<file path="src/sv/assert_macros.svh">
// Assertion macros used by the spectrum row controller
`ifndef ASSERT_MACROS_SVH
`define ASSERT_MACROS_SVH

// Check a property on every rising clock edge outside reset
`define SRDB_ASSERT(label, prop, msg) \
  label: assert property (@(posedge clk) disable iff (rst) (prop)) else $error(msg);

// Check that a condition is followed in the next cycle by a consequence
`define SRDB_ASSERT_NEXT(label, cond, cons, msg) \
  label: assert property (@(posedge clk) disable iff (rst) (cond) |=> (cons)) else $error(msg);

`endif

</file>
<file path="src/sv/srdb_pkg.sv">
// Shared constants, tables and functions of the spectrum row block
package srdb_pkg;

  localparam int FFT_POINTS_DEF = 256;
  localparam int PIX_W = 8;
  localparam int SMP_W = 8;
  localparam int TW_W = 32;
  localparam int THR_W = 34;
  localparam int THR_N = 256;
  localparam int FRAC_BITS = 30;
  localparam longint unsigned HALF_PI_Q30 = 64'd1686629713;
  localparam real DB_STEP = 1.0 / 50.0;

  typedef logic [THR_W-1:0] thresh_tab_t [THR_N];

  // Unsigned long division by shift and subtract, for table construction only
  function automatic longint unsigned udiv64(input longint unsigned num,
                                             input longint unsigned den);
    longint unsigned quo;
    longint unsigned rem;
    quo = '0;
    rem = '0;
    for (int i = 63; i >= 0; i--) begin
      rem = {rem[62:0], num[i]};
      quo = quo << 1;
      if (rem >= den) begin
        rem = rem - den;
        quo[0] = 1'b1;
      end
    end
    return quo;
  endfunction

  // Q30 sine and cosine by truncating series, packed as {sin, cos}
  function automatic logic [2*TW_W-1:0] series_q30(input longint unsigned x);
    longint unsigned ts;
    longint unsigned tc;
    longint ss;
    longint cc;
    longint unsigned k;
    ts = x;
    tc = 64'd1 << FRAC_BITS;
    ss = longint'(x);
    cc = longint'(64'd1 << FRAC_BITS);
    for (k = 1; k <= 9; k++) begin
      ts = udiv64(((((ts * x) >> FRAC_BITS) * x) >> FRAC_BITS),
                  (2 * k) * (2 * k + 1));
      tc = udiv64(((((tc * x) >> FRAC_BITS) * x) >> FRAC_BITS),
                  (2 * k - 1) * (2 * k));
      if (k[0]) begin
        ss = ss - longint'(ts);
        cc = cc - longint'(tc);
      end else begin
        ss = ss + longint'(ts);
        cc = cc + longint'(tc);
      end
    end
    return {ss[TW_W-1:0], cc[TW_W-1:0]};
  endfunction

  // Smallest power reaching each pixel level: ceil(65536 * 10^(p/50))
  function automatic thresh_tab_t build_thresh();
    thresh_tab_t tab;
    real r;
    real frac;
    longint t;
    tab[0] = '0;
    for (int p = 1; p < THR_N; p++) begin
      r = 65536.0 * (10.0 ** (real'(p) * DB_STEP));
      t = longint'(r);
      if (real'(t) > r) begin
        t = t - 1;
      end
      frac = r - real'(t);
      if (frac > 1.0e-5) begin
        t = t + 1;
      end
      tab[p] = t[THR_W-1:0];
    end
    return tab;
  endfunction

  localparam thresh_tab_t THRESH = build_thresh();

  typedef struct packed {
    logic smp_we;
    logic mac_issue;
    logic mac_first;
    logic srch_step;
    logic srch_first;
    logic [2:0] srch_bit;
    logic pix_we;
    logic pix_re;
  } dp_cmd_t;

endpackage

</file>
<file path="src/sv/srdb_ctrl.sv">
// Controller: input sequencing, transform loop counters and output valid
module srdb_ctrl
  import srdb_pkg::*;
#(
  parameter int FFT_POINTS = FFT_POINTS_DEF
) (
  input  logic                          clk,
  input  logic                          rst,
  input  logic                          s_tvalid,
  output logic                          s_tready,
  output logic                          m_tvalid,
  input  logic                          m_tready,
  output dp_cmd_t                       cmd,
  output logic [$clog2(FFT_POINTS)-1:0] pos,
  output logic [$clog2(FFT_POINTS)-1:0] n,
  output logic [$clog2(FFT_POINTS)-1:0] idx,
  output logic [$clog2(FFT_POINTS)-1:0] k,
  output logic [$clog2(FFT_POINTS)-1:0] pix_raddr
);

  `include "assert_macros.svh"

  localparam int ADDR_W = $clog2(FFT_POINTS);
  localparam logic [ADDR_W-1:0] LAST = ADDR_W'(FFT_POINTS - 1);
  localparam logic [ADDR_W-1:0] DC = ADDR_W'(FFT_POINTS / 2);
  localparam logic [2:0] DRAIN_LAST = 3'd4;

  typedef enum logic [2:0] {COLLECT, MAC, DRAIN, SEARCH, STORE} state_t;

  state_t     state;
  logic       row_ready;
  logic       pend;
  logic [2:0] cnt;
  logic [2:0] srch_bit;
  logic       accept;

  assign s_tready = (state == COLLECT) && !m_tvalid && !pend;
  assign accept = s_tvalid && s_tready;
  assign pix_raddr = (pos == DC) ? DC - ADDR_W'(1) : pos;

  always_comb begin
    cmd = '0;
    cmd.smp_we = accept;
    cmd.pix_re = accept && row_ready;
    cmd.mac_issue = (state == MAC);
    cmd.mac_first = (state == MAC) && (n == '0);
    cmd.srch_step = (state == SEARCH);
    cmd.srch_first = (srch_bit == 3'd7);
    cmd.srch_bit = srch_bit;
    cmd.pix_we = (state == STORE);
  end

  always_ff @(posedge clk) begin
    if (rst) begin
      state <= COLLECT;
      row_ready <= 1'b0;
      pend <= 1'b0;
      m_tvalid <= 1'b0;
      pos <= '0;
      n <= '0;
      idx <= '0;
      k <= '0;
      cnt <= '0;
      srch_bit <= 3'd7;
    end else begin
      if (pend) begin
        pend <= 1'b0;
        m_tvalid <= 1'b1;
      end else if (m_tvalid && m_tready) begin
        m_tvalid <= 1'b0;
      end
      case (state)
        COLLECT: begin
          if (accept) begin
            pend <= row_ready;
            pos <= pos + ADDR_W'(1);
            if (pos == LAST) begin
              state <= MAC;
              n <= '0;
              idx <= '0;
              k <= '0;
            end
          end
        end
        MAC: begin
          n <= n + ADDR_W'(1);
          idx <= idx + k;
          if (n == LAST) begin
            state <= DRAIN;
            cnt <= '0;
          end
        end
        DRAIN: begin
          cnt <= cnt + 3'd1;
          if (cnt == DRAIN_LAST) begin
            state <= SEARCH;
            srch_bit <= 3'd7;
          end
        end
        SEARCH: begin
          srch_bit <= srch_bit - 3'd1;
          if (srch_bit == 3'd0) begin
            state <= STORE;
          end
        end
        STORE: begin
          srch_bit <= 3'd7;
          n <= '0;
          idx <= '0;
          if (k == LAST) begin
            row_ready <= 1'b1;
            state <= COLLECT;
          end else begin
            k <= k + ADDR_W'(1);
            state <= MAC;
          end
        end
        default: begin
          state <= COLLECT;
        end
      endcase
    end
  end

  `SRDB_ASSERT_NEXT(a_pend_to_valid, pend, m_tvalid, "pixel read did not raise valid")
  `SRDB_ASSERT_NEXT(a_block_end, accept && pos == LAST, state == MAC && pos == '0,
    "block end did not start the transform")
  `SRDB_ASSERT_NEXT(a_row_done, state == STORE && k == LAST, row_ready && state == COLLECT,
    "last bin did not publish the row")
  `SRDB_ASSERT(a_no_result_first, !row_ready |-> !cmd.pix_re, "result before first row")

endmodule

</file>
<file path="config.mk">
export PLATFORM = sky130hd
export DESIGN_NAME = srdb_ctrl
export DESIGN_NICKNAME = d
export VERILOG_FILES = /design/src/sv/srdb_pkg.sv /design/src/sv/srdb_ctrl.sv
export VERILOG_INCLUDE_DIRS = /design/src /design/src/sv
export SDC_FILE = /design/constraint.sdc
export NUM_CORES = 1
export LEC_CHECK = 0
export BUFFER_PORTS_ARGS = -buffer_cell sky130_fd_sc_hd__buf_2
export CAP_MARGIN = 20
export CORE_ASPECT_RATIO = 1.75
export CORE_MARGIN = 5
export CORE_UTILIZATION = 54
export CTS_BUF_LIST = sky130_fd_sc_hd__clkbuf_16
export CTS_CLUSTER_SIZE = 14
export DETAILED_ROUTE_END_ITERATION = 8
export GPL_TIMING_DRIVEN = 0
export PLACE_DENSITY = 0.83
export SLEW_MARGIN = 0
export SYNTH_ARGS = -nofsm -noshare
export SYNTH_HDL_FRONTEND = slang
export SYNTH_SLANG_ARGS = --single-unit
export TNS_END_PERCENT = 5
</file>
<file path="constraint.sdc">
create_clock -name clk -period 2.5 [get_ports clk]
set_input_delay 0.5 -clock clk [delete_from_list [all_inputs] [get_ports clk]]
set_output_delay 0.5 -clock clk [all_outputs]
set_load 0.02 [all_outputs]
</file>
==> impl_metrics.ini <==
[setup_path]
path_delay_family = simple AND/OR/NAND/NOR gates
crit_top_cell = buf_4
path_buf_inv = 3
startpoint_type = flop
worst-path-max-fanout = 9
criticalPathCategory = flop to output pin
arrival_ns = 1.93
crit_required_ns = 2.00
path_cells = or4_4, nor3b_4, buf_4, buf_4, buf_2
worstSetupEndpointType = output pin
cp_slowest_cell = or4_4
slowest_delay_ns = 0.56

[floorplan]
io-pin-count = 56
core_um2 = 4400
die_x_um = 61.1
rows = 32
die_area_um2 = 6070
die_y_um = 99.4
initial_utilization_pct = 56.0

[detailed_routing]
routed_wl_um = 5950
ant_nets = 0
drtIter0Drc = 90
via_count = 2393
met2WireLength_um = 3120
wl_per_cell_um = 14.5
drc_errors = 0
met1_length_um = 2330
dr_wl_met3_um = 359
dr.pass1.iters = 4
vias_per_cell = 5.84
top_layer_used = met4

[global_routing]
grt_first_pass_wirelength_um = 9640
antenna_found_initial = 0
grt_overflow = 0
gr-usage-all-layers_pct = 20.3
grt_max_degree = 17
grt_pass1_vias = 2151

[yosys]
ys.flop_type = dfxtp_1
synth-seq-cells = 44
synth-edff-count = 0
synth_seq_area_share_pct = 35.7
syn_avg_cell_area_um2 = 8.38
synthArstFlopShare_pct = 0
syn_nets = 316
netlist_area_um2 = 2460
synth_cells = 294
ys_warn_count = 0
synth_cell_types = 54

[sta]
maxSlewHeadroom_pct = 62.5
maxSlewViolCount = 0
max_clock_freq_ghz = 0.411
finClkSkew_ns = 0.00367
period_minus_slack_ns = 2.43
fin_crit_sh_pct = 97.4
hold_viol_final = 0
fin_setup_tns_ns = 0
setup_viol = 0
worst_pin_slew_ns = 0.563

[clock_network]
clkSinkCount = 44
cts_made_buffers = 5
cts_hold_buf = 0
cts_tree = done
clk_latency_ns = 0.28
cts_max_path_buffers = 2
clock-root-buffer = clkbuf_16
cts_max_level = 2
clk_pin_slew_ns = 0.06

[place]
dp_hpwl_um = 4420
place.gp.congestion = 0.782
dp.cells = 400
numPortBuffers = 55

[power_and_ir_drop]
total_power_mw = 1.50
comb_power_share_pct = 4.3
internal_power_mw = 1.19
power_density_nw_per_um2 = 501
peakVddDrop_v = 0.000548
pwr-share-seq_pct = 47.2
switching_share_pct = 20.4
power_leakage_nw = 1.38
p_sw_mw = 0.307
power_frac_clock_pct = 48.5

[cells_and_area]
layout_commonest_cell = buf_2
syn_to_final_growth_pct = 21.5
drive_gt1_share_pct = 23.1
n_antenna_cell = 0
layout_common_cells = 57 x buf_2, 44 x dfxtp_1, 36 x nor2_1
nets = 380
nFillCells = 376
final_cell_count_no_fill = 410

[min_path]
hold_path_class = flop to flop

[status]
outcome = finished clean

[flow_run]
max_cap_viol_count = 0
-- power by group through the flow --
| stage | Sequential (mW) | Combinational, mW | Clock [mW] |
|---|---|---|---|
| after floorplan | 0.729 | 0.0355 | 0 |
| after global placement | 0.725 | 0.0603 | 0 |
| after detailed placement | 0.725 | 0.0605 | 0 |
| after CTS | 0.709 | 0.0612 | 0.739 |
| after global routing | 0.710 | 0.0708 | 0.772 |
| final | 0.709 | 0.0642 | 0.728 |
-- area by class of cell --
type | instances | area, µm² | share of cell area [%]
tap | 51 | 63.8 | 2.13
timing repair buffer | 58 | 298 | 9.95
sequential | 44 | 881 | 29.4
inverter | 16 | 60.1 | 2.01
multi-input combinational | 222 | 1470 | 49.1
buffer | 11 | 56.3 | 1.88
clock inverter | 3 | 38.8 | 1.30
clock buffer | 5 | 125 | 4.18
-- final timing paths --
| check | from | to | slack [ns] | cells past startpoint |
|---|---|---|---|---|
| setup / recovery | state[0] | cmd[9] | 0.07 | 5 |
| hold / removal | row_ready | row_ready | 0.47 | 2 |
| setup reg to reg | state[0] | idx[4] | 0.34 | 6 |
| hold reg to reg | row_ready | row_ready | 0.47 | 2 |
-- worst min-delay path, cell delays in order, from the launching register on --
cell and delay (ns):
dfxtp_1 0.31, inv_1 0.06, a21oi_1 0.06
-- synth_stat cells, types with 2 or more instances --
cell	instances	area (µm²)
a22oi_1	7	52.6
a21oi_1	20	100
inv_1	13	48.8
xnor2_1	6	52.6
o21ai_0	9	45.0
clkbuf_1	9	33.8
nand3b_1	3	22.5
mux2i_1	2	20.0
or3_1	3	18.8
nor3_1	8	40.0
nand3_1	9	45.0
and3_1	4	25.0
o21ai_1	3	15.0
a31oi_1	5	31.3
o21a_1	2	15.0
nand2b_1	9	56.3
xor2_1	7	61.3
inv_2	3	11.3
o31ai_1	2	15.0
dfxtp_1	44	881
a311oi_1	6	52.6
nor4_1	2	12.5
nand2_1	24	90.1
or3b_1	3	26.3
ha_1	17	213
or4_4	2	22.5
nor2_1	36	135
nor2b_1	2	12.5
and2_1	2	12.5
a21o_1	3	22.5
nand4_1	6	37.5
-- timing repair --
action,in CTS,in global routing
setup endpoints to repair,3,4
pin swaps,1,2
gates resized for setup,3,2
buffers inserted,0,3
-- cell families after synthesis --
group                    after synthesis  share of synthesized area (%)
AO/OA/AOI/OAI                         66                           17.8
flip-flops                            44                           35.7
adder cells (fa/ha/maj)               18                           9.44
AND/OR/NAND/NOR                      123                           26.8
multiplexers                           2                          0.812
XOR/XNOR                              13                           4.62
buffers and inverters                 28                           4.77
-- metal layers --
metal	global-route usage [%]	vias up
li1	-	1176
met1	23.3	1127
met2	35.1	77
met3	4.42	13
met4	7.68	0
met5	0	-
-- registers in the layout, summed over array words and instances, names as in the netlist --
name	flops
idx	8
n	8
srch_bit	3
pos	8
pend	1
cnt	3
state	3
k	8
row_ready	1
m_tvalid	1
-- stage by stage --
stage          hold slack (ns)  util, %  setup slack, ns  instance area [µm²]
6_report                 0.473     68.0           0.0662                 2990
5_1_grt                  0.495     68.0          -0.0183                 2990
4_1_cts                  0.466     67.4         -0.00398                 2970
3_5_place_dp             0.440     63.7            0.190                 2800
3_3_place_gp             0.428     63.7            0.207                 2800
2_1_floorplan            0.421        -            0.402                 2460
Note: power is estimated with default switching activity, not from simulation.
